[src/hdl/gdda_pkg.sv]
// Shared types and constants for the grid ray caster.
`timescale 1ns / 1ps

package gdda_pkg;

   // Stream payload widths
   localparam int unsigned POS_W     = 18;
   localparam int unsigned DIR_W     = 16;
   localparam int unsigned REQ_W     = 72;
   localparam int unsigned OUT_DST_W = 32;
   localparam int unsigned CELL_W    = 5;
   localparam int unsigned RSP_W     = 48;

   // Configuration registers
   localparam int unsigned CSR_IDX_W  = 2;
   localparam int unsigned CSR_DATA_W = 64;
   localparam int unsigned SIZE_W     = 8;
   localparam int unsigned DIM_W      = 4;

   localparam logic [CSR_IDX_W-1:0] CSR_WALL_MAP   = 2'd0;
   localparam logic [CSR_IDX_W-1:0] CSR_CELL_SIZE  = 2'd1;
   localparam logic [CSR_IDX_W-1:0] CSR_MAP_WIDTH  = 2'd2;
   localparam logic [CSR_IDX_W-1:0] CSR_MAP_HEIGHT = 2'd3;

   localparam logic [CSR_DATA_W-1:0] WALL_MAP_RST   = 64'd33084991;
   localparam logic [SIZE_W-1:0]     CELL_SIZE_RST  = 8'd100;
   localparam logic [DIM_W-1:0]      MAP_WIDTH_RST  = 4'd5;
   localparam logic [DIM_W-1:0]      MAP_HEIGHT_RST = 4'd5;

   // Divider
   localparam int unsigned DIVD_W = 30;
   localparam int unsigned DVS_W  = 16;
   localparam int unsigned CNT_W  = 5;
   localparam logic [CNT_W-1:0] DIV_LONG  = 5'd30;
   localparam logic [CNT_W-1:0] DIV_SHORT = 5'd18;

   typedef enum logic [1:0] {
      OP_CELL,
      OP_DELTA,
      OP_FIRST
   } div_op_type;

   typedef enum logic [3:0] {
      ST_IDLE,
      ST_CELL_GO,
      ST_CELL_WAIT,
      ST_DELTA_GO,
      ST_DELTA_WAIT,
      ST_FIRST_GO,
      ST_FIRST_WAIT,
      ST_WALK,
      ST_HOLD
   } state_type;

   typedef struct packed {
      div_op_type op;
      logic       load_ray;
      logic       div_start;
      logic       div_capture;
      logic       walk_step;
      logic       load_rsp;
   } cmd_type;

   typedef struct packed {
      logic div_done;
      logic walk_end;
      logic rsp_free;
   } status_type;

endpackage

[src/hdl/gdda_div.sv]
// Restoring unsigned divider, one quotient bit per cycle.
`timescale 1ns / 1ps

module gdda_div
   import gdda_pkg::*;
(
   input  logic              clock,
   input  logic              reset,
   input  logic              start,
   input  logic              short_op,
   input  logic [DIVD_W-1:0] dividend,
   input  logic [DVS_W-1:0]  divisor,
   output logic              done,
   output logic [DIVD_W-1:0] quotient,
   output logic [DVS_W-1:0]  remainder
);

   logic              busy_ff, busy_in;
   logic              done_ff, done_in;
   logic [CNT_W-1:0]  cnt_ff, cnt_in;
   logic [DIVD_W-1:0] dq_ff, dq_in;
   logic [DVS_W-1:0]  rem_ff, rem_in;
   logic [DVS_W-1:0]  dvs_ff, dvs_in;
   logic [DVS_W:0]    trial;
   logic [DVS_W:0]    diff;

   always_comb begin
      trial   = {rem_ff, dq_ff[DIVD_W-1]};
      diff    = trial - {1'b0, dvs_ff};
      busy_in = busy_ff;
      done_in = 1'b0;
      cnt_in  = cnt_ff;
      dq_in   = dq_ff;
      rem_in  = rem_ff;
      dvs_in  = dvs_ff;
      if (start) begin
         busy_in = 1'b1;
         cnt_in  = short_op ? DIV_SHORT : DIV_LONG;
         dq_in   = dividend;
         rem_in  = '0;
         dvs_in  = divisor;
      end else if (busy_ff) begin
         if (trial >= {1'b0, dvs_ff}) begin
            rem_in = diff[DVS_W-1:0];
            dq_in  = {dq_ff[DIVD_W-2:0], 1'b1};
         end else begin
            rem_in = trial[DVS_W-1:0];
            dq_in  = {dq_ff[DIVD_W-2:0], 1'b0};
         end
         cnt_in = cnt_ff - 1'b1;
         if (cnt_ff == CNT_W'(1)) begin
            busy_in = 1'b0;
            done_in = 1'b1;
         end
      end
   end

   always_ff @(posedge clock) begin
      if (reset) begin
         busy_ff <= 1'b0;
         done_ff <= 1'b0;
         cnt_ff  <= '0;
      end else begin
         busy_ff <= busy_in;
         done_ff <= done_in;
         cnt_ff  <= cnt_in;
      end
      dq_ff  <= dq_in;
      rem_ff <= rem_in;
      dvs_ff <= dvs_in;
   end

   assign done      = done_ff;
   assign quotient  = dq_ff;
   assign remainder = rem_ff;

endmodule

[src/hdl/gdda_ctrl.sv]
// Sequencer for the ray caster: divisions, grid walk, result hand-off.
`timescale 1ns / 1ps

module gdda_ctrl
   import gdda_pkg::*;
(
   input  logic       clock,
   input  logic       reset,
   input  logic       req_tvalid,
   output logic       req_tready,
   input  status_type sts,
   output cmd_type    cmd
);

   state_type state_ff, state_in;

   always_ff @(posedge clock) begin
      if (reset) begin
         state_ff <= ST_IDLE;
      end else begin
         state_ff <= state_in;
      end
   end

   always_comb begin
      state_in   = state_ff;
      cmd        = '0;
      req_tready = 1'b0;
      case (state_ff)
         ST_IDLE: begin
            req_tready = 1'b1;
            if (req_tvalid) begin
               cmd.load_ray = 1'b1;
               state_in     = ST_CELL_GO;
            end
         end
         ST_CELL_GO: begin
            cmd.op        = OP_CELL;
            cmd.div_start = 1'b1;
            state_in      = ST_CELL_WAIT;
         end
         ST_CELL_WAIT: begin
            cmd.op = OP_CELL;
            if (sts.div_done) begin
               cmd.div_capture = 1'b1;
               state_in        = ST_DELTA_GO;
            end
         end
         ST_DELTA_GO: begin
            cmd.op        = OP_DELTA;
            cmd.div_start = 1'b1;
            state_in      = ST_DELTA_WAIT;
         end
         ST_DELTA_WAIT: begin
            cmd.op = OP_DELTA;
            if (sts.div_done) begin
               cmd.div_capture = 1'b1;
               state_in        = ST_FIRST_GO;
            end
         end
         ST_FIRST_GO: begin
            cmd.op        = OP_FIRST;
            cmd.div_start = 1'b1;
            state_in      = ST_FIRST_WAIT;
         end
         ST_FIRST_WAIT: begin
            cmd.op = OP_FIRST;
            if (sts.div_done) begin
               cmd.div_capture = 1'b1;
               state_in        = ST_WALK;
            end
         end
         ST_WALK: begin
            if (sts.walk_end) begin
               if (sts.rsp_free) begin
                  cmd.load_rsp = 1'b1;
                  state_in     = ST_IDLE;
               end else begin
                  state_in = ST_HOLD;
               end
            end else begin
               cmd.walk_step = 1'b1;
            end
         end
         ST_HOLD: begin
            if (sts.rsp_free) begin
               cmd.load_rsp = 1'b1;
               state_in     = ST_IDLE;
            end
         end
         default: begin
            state_in = ST_IDLE;
         end
      endcase
   end

endmodule

[src/hdl/gdda_dpath.sv]
// Datapath: config registers, per-axis dividers, grid walk, result register.
`timescale 1ns / 1ps

module gdda_dpath
   import gdda_pkg::*;
#(
   parameter int unsigned MAP_SIDE   = 8,
   parameter int unsigned DIST_WIDTH = 32
) (
   input  logic                  clock,
   input  logic                  reset,
   input  logic [REQ_W-1:0]      req_tdata,
   input  cmd_type               cmd,
   output status_type            sts,
   input  logic                  csr_valid,
   input  logic [CSR_IDX_W-1:0]  csr_index,
   input  logic [CSR_DATA_W-1:0] csr_data,
   output logic                  rsp_tvalid,
   input  logic                  rsp_tready,
   output logic [RSP_W-1:0]      rsp_tdata
);

   localparam int unsigned CW = $clog2(MAP_SIDE);
   localparam int unsigned IW = $clog2(MAP_SIDE * MAP_SIDE);
   localparam logic [DIST_WIDTH-1:0] DIST_MAX = '1;
   localparam logic [63:0] OUT_MAX = 64'hFFFF_FFFF;

   // Configuration
   logic [CSR_DATA_W-1:0] wall_ff, wall_in;
   logic [SIZE_W-1:0]     size_ff, size_in;
   logic [DIM_W-1:0]      mapw_ff, mapw_in;
   logic [DIM_W-1:0]      maph_ff, maph_in;

   // Ray
   logic [POS_W-1:0] px_ff, px_in, py_ff, py_in;
   logic [DIR_W-1:0] dx_ff, dx_in, dy_ff, dy_in;
   logic [DVS_W-1:0] remx_ff, remx_in, remy_ff, remy_in;
   logic signed [CELL_W-1:0] cx_ff, cx_in, cy_ff, cy_in;
   logic [DIST_WIDTH-1:0] delx_ff, delx_in, dely_ff, dely_in;
   logic [DIST_WIDTH-1:0] sidex_ff, sidex_in, sidey_ff, sidey_in;
   logic [DIST_WIDTH-1:0] dist_ff, dist_in;
   logic vert_ff, vert_in, hit_ff, hit_in;

   // Result register
   logic                 rvalid_ff, rvalid_in;
   logic [RSP_W-1:0]     rdata_ff, rdata_in;

   // Derived values
   logic [SIZE_W-1:0]  side_px;
   logic [DVS_W-1:0]   cq8;
   logic [DIM_W-1:0]   w_c, h_c;
   logic               dx_pos, dy_pos;
   logic [DVS_W-1:0]   magx, magy;
   logic [DVS_W-1:0]   numx, numy;
   logic [DIVD_W-1:0]  divd_x, divd_y;
   logic [DVS_W-1:0]   dvs_x, dvs_y;
   logic               short_op;
   logic               done_x, done_y;
   logic [DIVD_W-1:0]  qx, qy;
   logic [DVS_W-1:0]   rx, ry;
   logic               x_less;
   logic signed [CELL_W-1:0] nx, ny;
   logic [IW-1:0]      widx;
   logic [DIST_WIDTH:0] sum_x, sum_y;
   logic [63:0]        dist64;

   function automatic logic [DIST_WIDTH-1:0] sat_q(input logic [DIVD_W-1:0] q);
      logic [63:0] q64;
      q64 = 64'(q);
      return (q64 > 64'(DIST_MAX)) ? DIST_MAX : DIST_WIDTH'(q64);
   endfunction

   function automatic logic signed [CELL_W-1:0] sat_cell(input logic [DIVD_W-1:0] q);
      return (|q[DIVD_W-1:CELL_W-1]) ? CELL_W'(15) : {1'b0, q[CELL_W-2:0]};
   endfunction

   function automatic logic in_map(input logic signed [CELL_W-1:0] c,
                                   input logic [DIM_W-1:0] lim);
      return !c[CELL_W-1] && (c[CELL_W-2:0] < lim);
   endfunction

   function automatic logic [DVS_W-1:0] mag(input logic [DIR_W-1:0] d);
      return d[DIR_W-1] ? DVS_W'(-d) : DVS_W'(d);
   endfunction

   always_comb begin
      side_px = (size_ff == '0) ? SIZE_W'(1) : size_ff;
      cq8    = {side_px, 8'd0};
      w_c    = (mapw_ff > DIM_W'(MAP_SIDE)) ? DIM_W'(MAP_SIDE) : mapw_ff;
      h_c    = (maph_ff > DIM_W'(MAP_SIDE)) ? DIM_W'(MAP_SIDE) : maph_ff;
      dx_pos = !dx_ff[DIR_W-1] && (dx_ff != '0);
      dy_pos = !dy_ff[DIR_W-1] && (dy_ff != '0);
      magx   = mag(dx_ff);
      magy   = mag(dy_ff);
      numx   = dx_pos ? (cq8 - remx_ff) : remx_ff;
      numy   = dy_pos ? (cq8 - remy_ff) : remy_ff;
      short_op = 1'b0;
      case (cmd.op)
         OP_CELL: begin
            divd_x   = {px_ff, 12'd0};
            divd_y   = {py_ff, 12'd0};
            dvs_x    = cq8;
            dvs_y    = cq8;
            short_op = 1'b1;
         end
         OP_DELTA: begin
            divd_x = {side_px, 22'd0};
            divd_y = {side_px, 22'd0};
            dvs_x  = magx;
            dvs_y  = magy;
         end
         OP_FIRST: begin
            divd_x = {numx, 14'd0};
            divd_y = {numy, 14'd0};
            dvs_x  = magx;
            dvs_y  = magy;
         end
         default: begin
            divd_x = '0;
            divd_y = '0;
            dvs_x  = '0;
            dvs_y  = '0;
         end
      endcase
   end

   gdda_div u_div_x (
      .clock     (clock),
      .reset     (reset),
      .start     (cmd.div_start),
      .short_op  (short_op),
      .dividend  (divd_x),
      .divisor   (dvs_x),
      .done      (done_x),
      .quotient  (qx),
      .remainder (rx)
   );

   gdda_div u_div_y (
      .clock     (clock),
      .reset     (reset),
      .start     (cmd.div_start),
      .short_op  (short_op),
      .dividend  (divd_y),
      .divisor   (dvs_y),
      .done      (done_y),
      .quotient  (qy),
      .remainder (ry)
   );

   // One grid step: nearer line wins, ties go to y.
   always_comb begin
      x_less = sidex_ff < sidey_ff;
      sum_x  = {1'b0, sidex_ff} + {1'b0, delx_ff};
      sum_y  = {1'b0, sidey_ff} + {1'b0, dely_ff};
      nx     = cx_ff;
      ny     = cy_ff;
      if (x_less) begin
         nx = dx_pos ? (cx_ff + CELL_W'(1)) : (cx_ff - CELL_W'(1));
      end else begin
         ny = dy_pos ? (cy_ff + CELL_W'(1)) : (cy_ff - CELL_W'(1));
      end
      widx = IW'(ny[CW-1:0]) * IW'(w_c) + IW'(nx[CW-1:0]);
   end

   always_comb begin
      wall_in = wall_ff;
      size_in = size_ff;
      mapw_in = mapw_ff;
      maph_in = maph_ff;
      if (csr_valid) begin
         case (csr_index)
            CSR_WALL_MAP:   wall_in = csr_data;
            CSR_CELL_SIZE:  size_in = csr_data[SIZE_W-1:0];
            CSR_MAP_WIDTH:  mapw_in = csr_data[DIM_W-1:0];
            CSR_MAP_HEIGHT: maph_in = csr_data[DIM_W-1:0];
            default: begin
            end
         endcase
      end
   end

   always_comb begin
      px_in    = px_ff;
      py_in    = py_ff;
      dx_in    = dx_ff;
      dy_in    = dy_ff;
      remx_in  = remx_ff;
      remy_in  = remy_ff;
      cx_in    = cx_ff;
      cy_in    = cy_ff;
      delx_in  = delx_ff;
      dely_in  = dely_ff;
      sidex_in = sidex_ff;
      sidey_in = sidey_ff;
      dist_in  = dist_ff;
      vert_in  = vert_ff;
      hit_in   = hit_ff;
      if (cmd.load_ray) begin
         px_in   = req_tdata[17:0];
         py_in   = req_tdata[35:18];
         dx_in   = req_tdata[51:36];
         dy_in   = req_tdata[67:52];
         dist_in = '0;
         vert_in = 1'b0;
         hit_in  = 1'b0;
      end
      if (cmd.div_capture) begin
         case (cmd.op)
            OP_CELL: begin
               cx_in   = sat_cell(qx);
               cy_in   = sat_cell(qy);
               remx_in = rx;
               remy_in = ry;
            end
            OP_DELTA: begin
               delx_in = (dx_ff == '0) ? DIST_MAX : sat_q(qx);
               dely_in = (dy_ff == '0) ? DIST_MAX : sat_q(qy);
            end
            OP_FIRST: begin
               sidex_in = (dx_ff == '0) ? DIST_MAX : sat_q(qx);
               sidey_in = (dy_ff == '0) ? DIST_MAX : sat_q(qy);
            end
            default: begin
            end
         endcase
      end
      if (cmd.walk_step) begin
         cx_in = nx;
         cy_in = ny;
         if (x_less) begin
            dist_in  = sidex_ff;
            sidex_in = sum_x[DIST_WIDTH] ? DIST_MAX : sum_x[DIST_WIDTH-1:0];
            vert_in  = 1'b1;
         end else begin
            dist_in  = sidey_ff;
            sidey_in = sum_y[DIST_WIDTH] ? DIST_MAX : sum_y[DIST_WIDTH-1:0];
            vert_in  = 1'b0;
         end
         hit_in = in_map(nx, w_c) && in_map(ny, h_c) && wall_ff[widx];
      end
   end

   always_comb begin
      dist64    = 64'(dist_ff);
      rvalid_in = rvalid_ff;
      rdata_in  = rdata_ff;
      if (cmd.load_rsp) begin
         rvalid_in = 1'b1;
         rdata_in  = {4'd0, hit_ff, vert_ff, cy_ff, cx_ff,
                      (dist64 > OUT_MAX) ? 32'hFFFF_FFFF : dist64[OUT_DST_W-1:0]};
      end else if (rsp_tready) begin
         rvalid_in = 1'b0;
      end
   end

   always_ff @(posedge clock) begin
      if (reset) begin
         wall_ff   <= WALL_MAP_RST;
         size_ff   <= CELL_SIZE_RST;
         mapw_ff   <= MAP_WIDTH_RST;
         maph_ff   <= MAP_HEIGHT_RST;
         rvalid_ff <= 1'b0;
      end else begin
         wall_ff   <= wall_in;
         size_ff   <= size_in;
         mapw_ff   <= mapw_in;
         maph_ff   <= maph_in;
         rvalid_ff <= rvalid_in;
      end
      px_ff    <= px_in;
      py_ff    <= py_in;
      dx_ff    <= dx_in;
      dy_ff    <= dy_in;
      remx_ff  <= remx_in;
      remy_ff  <= remy_in;
      cx_ff    <= cx_in;
      cy_ff    <= cy_in;
      delx_ff  <= delx_in;
      dely_ff  <= dely_in;
      sidex_ff <= sidex_in;
      sidey_ff <= sidey_in;
      dist_ff  <= dist_in;
      vert_ff  <= vert_in;
      hit_ff   <= hit_in;
      rdata_ff <= rdata_in;
   end

   assign sts.div_done = done_x && done_y;
   assign sts.walk_end = hit_ff || !in_map(cx_ff, w_c) || !in_map(cy_ff, h_c);
   assign sts.rsp_free = !rvalid_ff || rsp_tready;

   assign rsp_tvalid = rvalid_ff;
   assign rsp_tdata  = rdata_ff;

endmodule

[src/hdl/grid_ray_traversal_dda.sv]
// Top level of the grid ray caster.
`timescale 1ns / 1ps

// Casts one ray per request beat over a map of up to MAP_SIDE by MAP_SIDE square
// cells and returns one response beat with the distance to the last crossed grid
// line, the final cell, the crossing axis and a wall hit flag. One ray is in
// work at a time. x and y run in two parallel restoring dividers at one quotient
// bit per cycle through three divisions: start cell (18 bits), step distance (30)
// and first line distance (30), each with a start state and a wait state. A ray is
// accepted in the idle state; after the divisions the grid walk steps until a wall
// is hit or the ray leaves the map, and the result then goes to the output
// register, waiting while that register is full. The next ray is taken while the
// previous response still waits in the output register. Configuration writes
// are always ready and must only be issued while no ray is in work.

module grid_ray_traversal_dda
   import gdda_pkg::*;
#(
   parameter int unsigned MAP_SIDE   = 8,
   parameter int unsigned DIST_WIDTH = 32
) (
   input  logic                  clock,
   input  logic                  reset,
   input  logic                  req_tvalid,
   output logic                  req_tready,
   input  logic [REQ_W-1:0]      req_tdata,  // pos_x, pos_y, dir_cos, dir_sin, pad
   output logic                  rsp_tvalid,
   input  logic                  rsp_tready,
   output logic [RSP_W-1:0]      rsp_tdata,  // distance, cell_x, cell_y,
                                             // vertical_side, wall_hit, pad
   input  logic                  csr_valid,
   output logic                  csr_ready,
   input  logic [CSR_IDX_W-1:0]  csr_index,
   input  logic [CSR_DATA_W-1:0] csr_data
);

   cmd_type    cmd;
   status_type sts;

   assign csr_ready = 1'b1;

   gdda_ctrl u_ctrl (
      .clock      (clock),
      .reset      (reset),
      .req_tvalid (req_tvalid),
      .req_tready (req_tready),
      .sts        (sts),
      .cmd        (cmd)
   );

   gdda_dpath #(
      .MAP_SIDE   (MAP_SIDE),
      .DIST_WIDTH (DIST_WIDTH)
   ) u_dpath (
      .clock      (clock),
      .reset      (reset),
      .req_tdata  (req_tdata),
      .cmd        (cmd),
      .sts        (sts),
      .csr_valid  (csr_valid),
      .csr_index  (csr_index),
      .csr_data   (csr_data),
      .rsp_tvalid (rsp_tvalid),
      .rsp_tready (rsp_tready),
      .rsp_tdata  (rsp_tdata)
   );

endmodule

[config.mk]
export PLATFORM = sky130hd
export DESIGN_NAME = grid_ray_traversal_dda
export DESIGN_NICKNAME = d
export VERILOG_FILES = /design/src/hdl/gdda_pkg.sv /design/src/hdl/gdda_div.sv /design/src/hdl/gdda_ctrl.sv /design/src/hdl/gdda_dpath.sv /design/src/hdl/grid_ray_traversal_dda.sv
export SDC_FILE = /design/constraint.sdc
export NUM_CORES = 1
export LEC_CHECK = 0
export BUFFER_PORTS_ARGS = -buffer_cell sky130_fd_sc_hd__clkbuf_2
export CAP_MARGIN = 10
export CORE_MARGIN = 2
export CORE_UTILIZATION = 61
export DETAILED_ROUTE_END_ITERATION = 10
export MAX_ROUTING_LAYER = met4
export PLACE_DENSITY = 0.8
export RECOVER_POWER = 100
export SETUP_SLACK_MARGIN = 0.1
export SLEW_MARGIN = 20
export SYNTH_ARGS = -nofsm -noshare
export SYNTH_HDL_FRONTEND = slang
export SYNTH_SLANG_ARGS = --single-unit
[constraint.sdc]
create_clock -name clock -period 9 [get_ports clock]
set_input_delay 0.9 -clock clock [delete_from_list [all_inputs] [get_ports clock]]
set_output_delay 0.9 -clock clock [all_outputs]
set_load 0.1 [all_outputs]
==> results_dict.tcl <==
set metrics [dict create \
    die_w_um 223 \
    grt_pass1_vias 21800 \
    pre_cts_ws_ns 1.64 \
    grt_setup_unrepaired "false" \
    grt.overflow.total 0 \
    status "finished, violations left" \
    synth_cell_types 86 \
    clkPwrFrac 0.385 \
    min_period_over_period 0.882 \
    place.gp.congestion 0.946 \
    h-tree-depth 2 \
    p_leak_uw 0.0129 \
    synth_edf_count 342 \
    synth_top_cells_by_area "sky130_fd_sc_hd__edfxtp_1, sky130_fd_sc_hd__dfxtp_1, sky130_fd_sc_hd__ha_1, sky130_fd_sc_hd__nand2_1, sky130_fd_sc_hd__a21oi_1" \
    max_slew.worst_pin.slew_ns 4.38 \
    timing.critical_path.slowest_stage_cell "sky130_fd_sc_hd__clkbuf_1" \
    critical_path_peak_fanout 65 \
    die-height_um 223 \
    dp_hpwl_mm 51.6 \
    globalRouteTotalUtil 0.296 \
    initial_utilization 0.615 \
    post_synth_design_cell_area_sq_um 29200 \
    floorplan.die_area_sq_um 49600 \
    detail_route.wirelength_mm 71.3 \
    holdBufCountCts 0 \
    crit_buf_inv 3 \
    portBuffers 184 \
    synth_top_area_cell "sky130_fd_sc_hd__edfxtp_1" \
    worst-setup-path-type "flop to flop" \
    p_sw_frac 0.265 \
    antenna_violations_before_repair 0 \
    areaGrowthSynthToFinish_pct 10.9 \
    clk_root_buffer_cell "sky130_fd_sc_hd__clkbuf_16" \
    numClockSinks 537 \
    skew_pair_late_insertion_delay_ns 0.61 \
    numCtsBuffers 55 \
    final_period_minus_worst_setup_slack_ns 7.94 \
    max-cap-violations 14 \
    row_count 80 \
    final_net_count 3388 \
    failed_checks "max-capacitance violations, max-slew violations" \
    multi_input_comb_area_sq_um 13900 \
    non_filler_cells_final 3715 \
    layout.cell_area.non_filler_sq_um 32400 \
    timing.final.ws_setup_ns 1.06 \
    setup_violations_final 0 \
    timing.critical_path.cells "inv_1 > ha_1 > or4_1 > o211ai_1 > o211ai_1 > a31oi_1 > clkbuf_1 > nand2b_1 > clkbuf_1 > nor2_4 > a22oi_1" \
    ys_async_sr_fraction 0 \
    irDropWorstVdd_mv 0.184 \
    i_o_pins 194 \
    finClkSkew_ns 0.0251 \
    hp-class "flop to flop" \
    drt_pass1_iterations 6 \
    data_arrival_time_at_the_worst_slack_endpoint_ns 8.43 \
    fmax_mhz 126 \
    worst_path_required_ns 9.49 \
    power.combinational.fraction 0.159 \
    clk_transition_reported_paths_ns 0.06 \
    relSlewSlack -1.92 \
    grt_start_max_net_pins 97 \
    synth.top_cell.area_share 0.352 \
    postCtsSetupRepairBufs 0 \
    cp-start-kind "flop" \
    post_cts.resized_instances 0 \
    layout.area.seq_sq_um 14200 \
    route.detailed.vias_per_inst 6.03 \
    final_layout_size_suffix_gt1_frac 0.111 \
    setup-tns-final_ns 0 \
    initial_drc_count 1740 \
    postRouteAntennaNets 0 \
    antenna_cells_inserted 0 \
    cp_top_family "buffers and inverters" \
    buffers_from_clock_root_to_sink_at_most 3 \
    power.internal_uw 4780 \
    yosys_warnings 0 \
    timing.critical_path.slowest_cell_delay_ns 2.06 \
    filler_cell_count 3714 \
    power_uw 6500 \
    worst_setup_path_end_kind "flop" \
    ys_ff_latch 537 \
    detailed_route_drc_error_count 0 \
    placed_cells_incl_taps 3612 \
    floorplan.core_area_sq_um 47400 \
    final-hold-violation-count 0 \
    synth.cells.most_frequent "sky130_fd_sc_hd__nand2_1, sky130_fd_sc_hd__edfxtp_1, sky130_fd_sc_hd__a21oi_1, sky130_fd_sc_hd__nor2_1, sky130_fd_sc_hd__dfxtp_1" \
    detailroute.via_count 22400 \
    total_switching_power_uw 1720 \
    number_of_standard_cells_after_synthesis 2929 \
    total_power_density_per_cell_area_nw_per_um2 201 \
    avg_inst_size_synth_sq_um 9.96 \
    tritoncts_clock_tree "yes" \
    drv_slew 701 \
    synthMostInstantiatedCell "sky130_fd_sc_hd__nand2_1" \
    global_route_wire_length_before_repair_mm 114 \
    post_dp_cell_area_sq_um 30500 \
    synth_ff_type "sky130_fd_sc_hd__edfxtp_1" \
    wl_per_cell_um 19.2 \
    seqPwrFrac 0.456 \
    synth_sequential_area_ratio 0.486 \
]
## power groups by stage
stage | logic [uW] | registers (uW) | clock network (uW)
after floorplan | 808 | 2940 | 0
after global placement | 983 | 3000 | 0
after detailed placement | 1020 | 3010 | 0
after CTS | 1030 | 2950 | 2540
after global routing | 1150 | 2980 | 2630
final | 1040 | 2960 | 2500
## area by class of cell
type	count	share of cell area
Timing Repair Buffer	203	0.0295
Tap cell	615	0.0238
Clock buffer	68	0.0493
Clock inverter	35	0.0131
Sequential cell	537	0.438
Inverter	155	0.0181
Multi-Input combinational cell	2102	0.428
## cells in the final DEF (no fill, tap or decap), types with 22 or more instances in the layout
master | synthesis | routed
sky130_fd_sc_hd__nor2_1 | 221 | 221
sky130_fd_sc_hd__nor3_1 | 59 | 60
sky130_fd_sc_hd__ha_1 | 181 | 180
sky130_fd_sc_hd__a211oi_1 | 43 | 43
sky130_fd_sc_hd__nor4_1 | 26 | 27
sky130_fd_sc_hd__nand3_1 | 34 | 34
sky130_fd_sc_hd__clkbuf_1 | 116 | 70
sky130_fd_sc_hd__xnor2_1 | 85 | 85
sky130_fd_sc_hd__nand2_1 | 363 | 363
sky130_fd_sc_hd__a21oi_1 | 250 | 250
sky130_fd_sc_hd__edfxtp_1 | 342 | 342
sky130_fd_sc_hd__mux2i_1 | 34 | 34
sky130_fd_sc_hd__inv_1 | 152 | 154
sky130_fd_sc_hd__a31oi_1 | 23 | 24
sky130_fd_sc_hd__a22oi_1 | 32 | 32
sky130_fd_sc_hd__xor2_1 | 62 | 62
sky130_fd_sc_hd__o21ai_0 | 138 | 138
sky130_fd_sc_hd__dfxtp_1 | 195 | 195
sky130_fd_sc_hd__clkbuf_2 | 0 | 129
sky130_fd_sc_hd__clkbuf_16 | 0 | 62
sky130_fd_sc_hd__o31ai_1 | 22 | 22
sky130_fd_sc_hd__or2_2 | 71 | 68
sky130_fd_sc_hd__and2_1 | 71 | 48
sky130_fd_sc_hd__a21o_1 | 52 | 52
## state kept, by name, summed over array words and instances (netlist names), 18 cells and up
name / flops
u_dpath.wall_ff: 64
u_dpath.rsp_tdata: 44
u_dpath.dist_ff: 32
u_dpath.sidex_ff: 32
u_dpath.sidey_ff: 32
u_dpath.delx_ff: 31
u_dpath.dely_ff: 31
u_dpath.u_div_x.quotient: 30
u_dpath.u_div_y.quotient: 30
u_dpath.px_ff: 18
u_dpath.py_ff: 18
## metrics by stage
stage                     utilization  hold WS, ns
after floorplan                     -        0.400
after global placement          0.643        0.401
after detailed placement        0.643        0.405
after CTS                       0.685        0.419
after global routing            0.682        0.423
final                           0.682        0.418
## cell families (layout without fill, tap and decap cells)
| group | count (synthesis) | after routing | share of synthesized area |
|---|---|---|---|
| adder cells (fa/ha/maj) | 191 | 191 | 0.0845 |
| other | 2 | 5 | 0.000258 |
| multiplexers | 61 | 61 | 0.0298 |
| AO/OA/AOI/OAI | 710 | 710 | 0.154 |
| flip-flops | 537 | 537 | 0.486 |
| XOR/XNOR | 148 | 148 | 0.0447 |
| AND/OR/NAND/NOR | 987 | 987 | 0.162 |
| buffers and inverters | 293 | 461 | 0.0392 |
## layer usage
layer  GRT usage  wire length, um  vias up  share of wire
li1            -                -    10800              -
met1       0.372            30000    10700           0.42
met2       0.497            35200      721           0.49
met3      0.0349             3700      153          0.052
met4       0.101             2330        0          0.033
met5           -                0        -              0
## path summary, 6_finish.rpt
check                  startpoint               endpoint  slack [ns]  cells past startpoint
max          u_dpath.sidey_ff[12]   u_dpath.sidey_ff[12]        1.06                     11
min           u_dpath.dist_ff[28]  u_dpath.rsp_tdata[28]        0.42                      0
max reg2reg  u_dpath.sidey_ff[12]   u_dpath.sidey_ff[12]        1.06                     11
min reg2reg   u_dpath.dist_ff[28]  u_dpath.rsp_tdata[28]        0.42                      0
No activity file was read; power rests on OpenSTA's default activity.
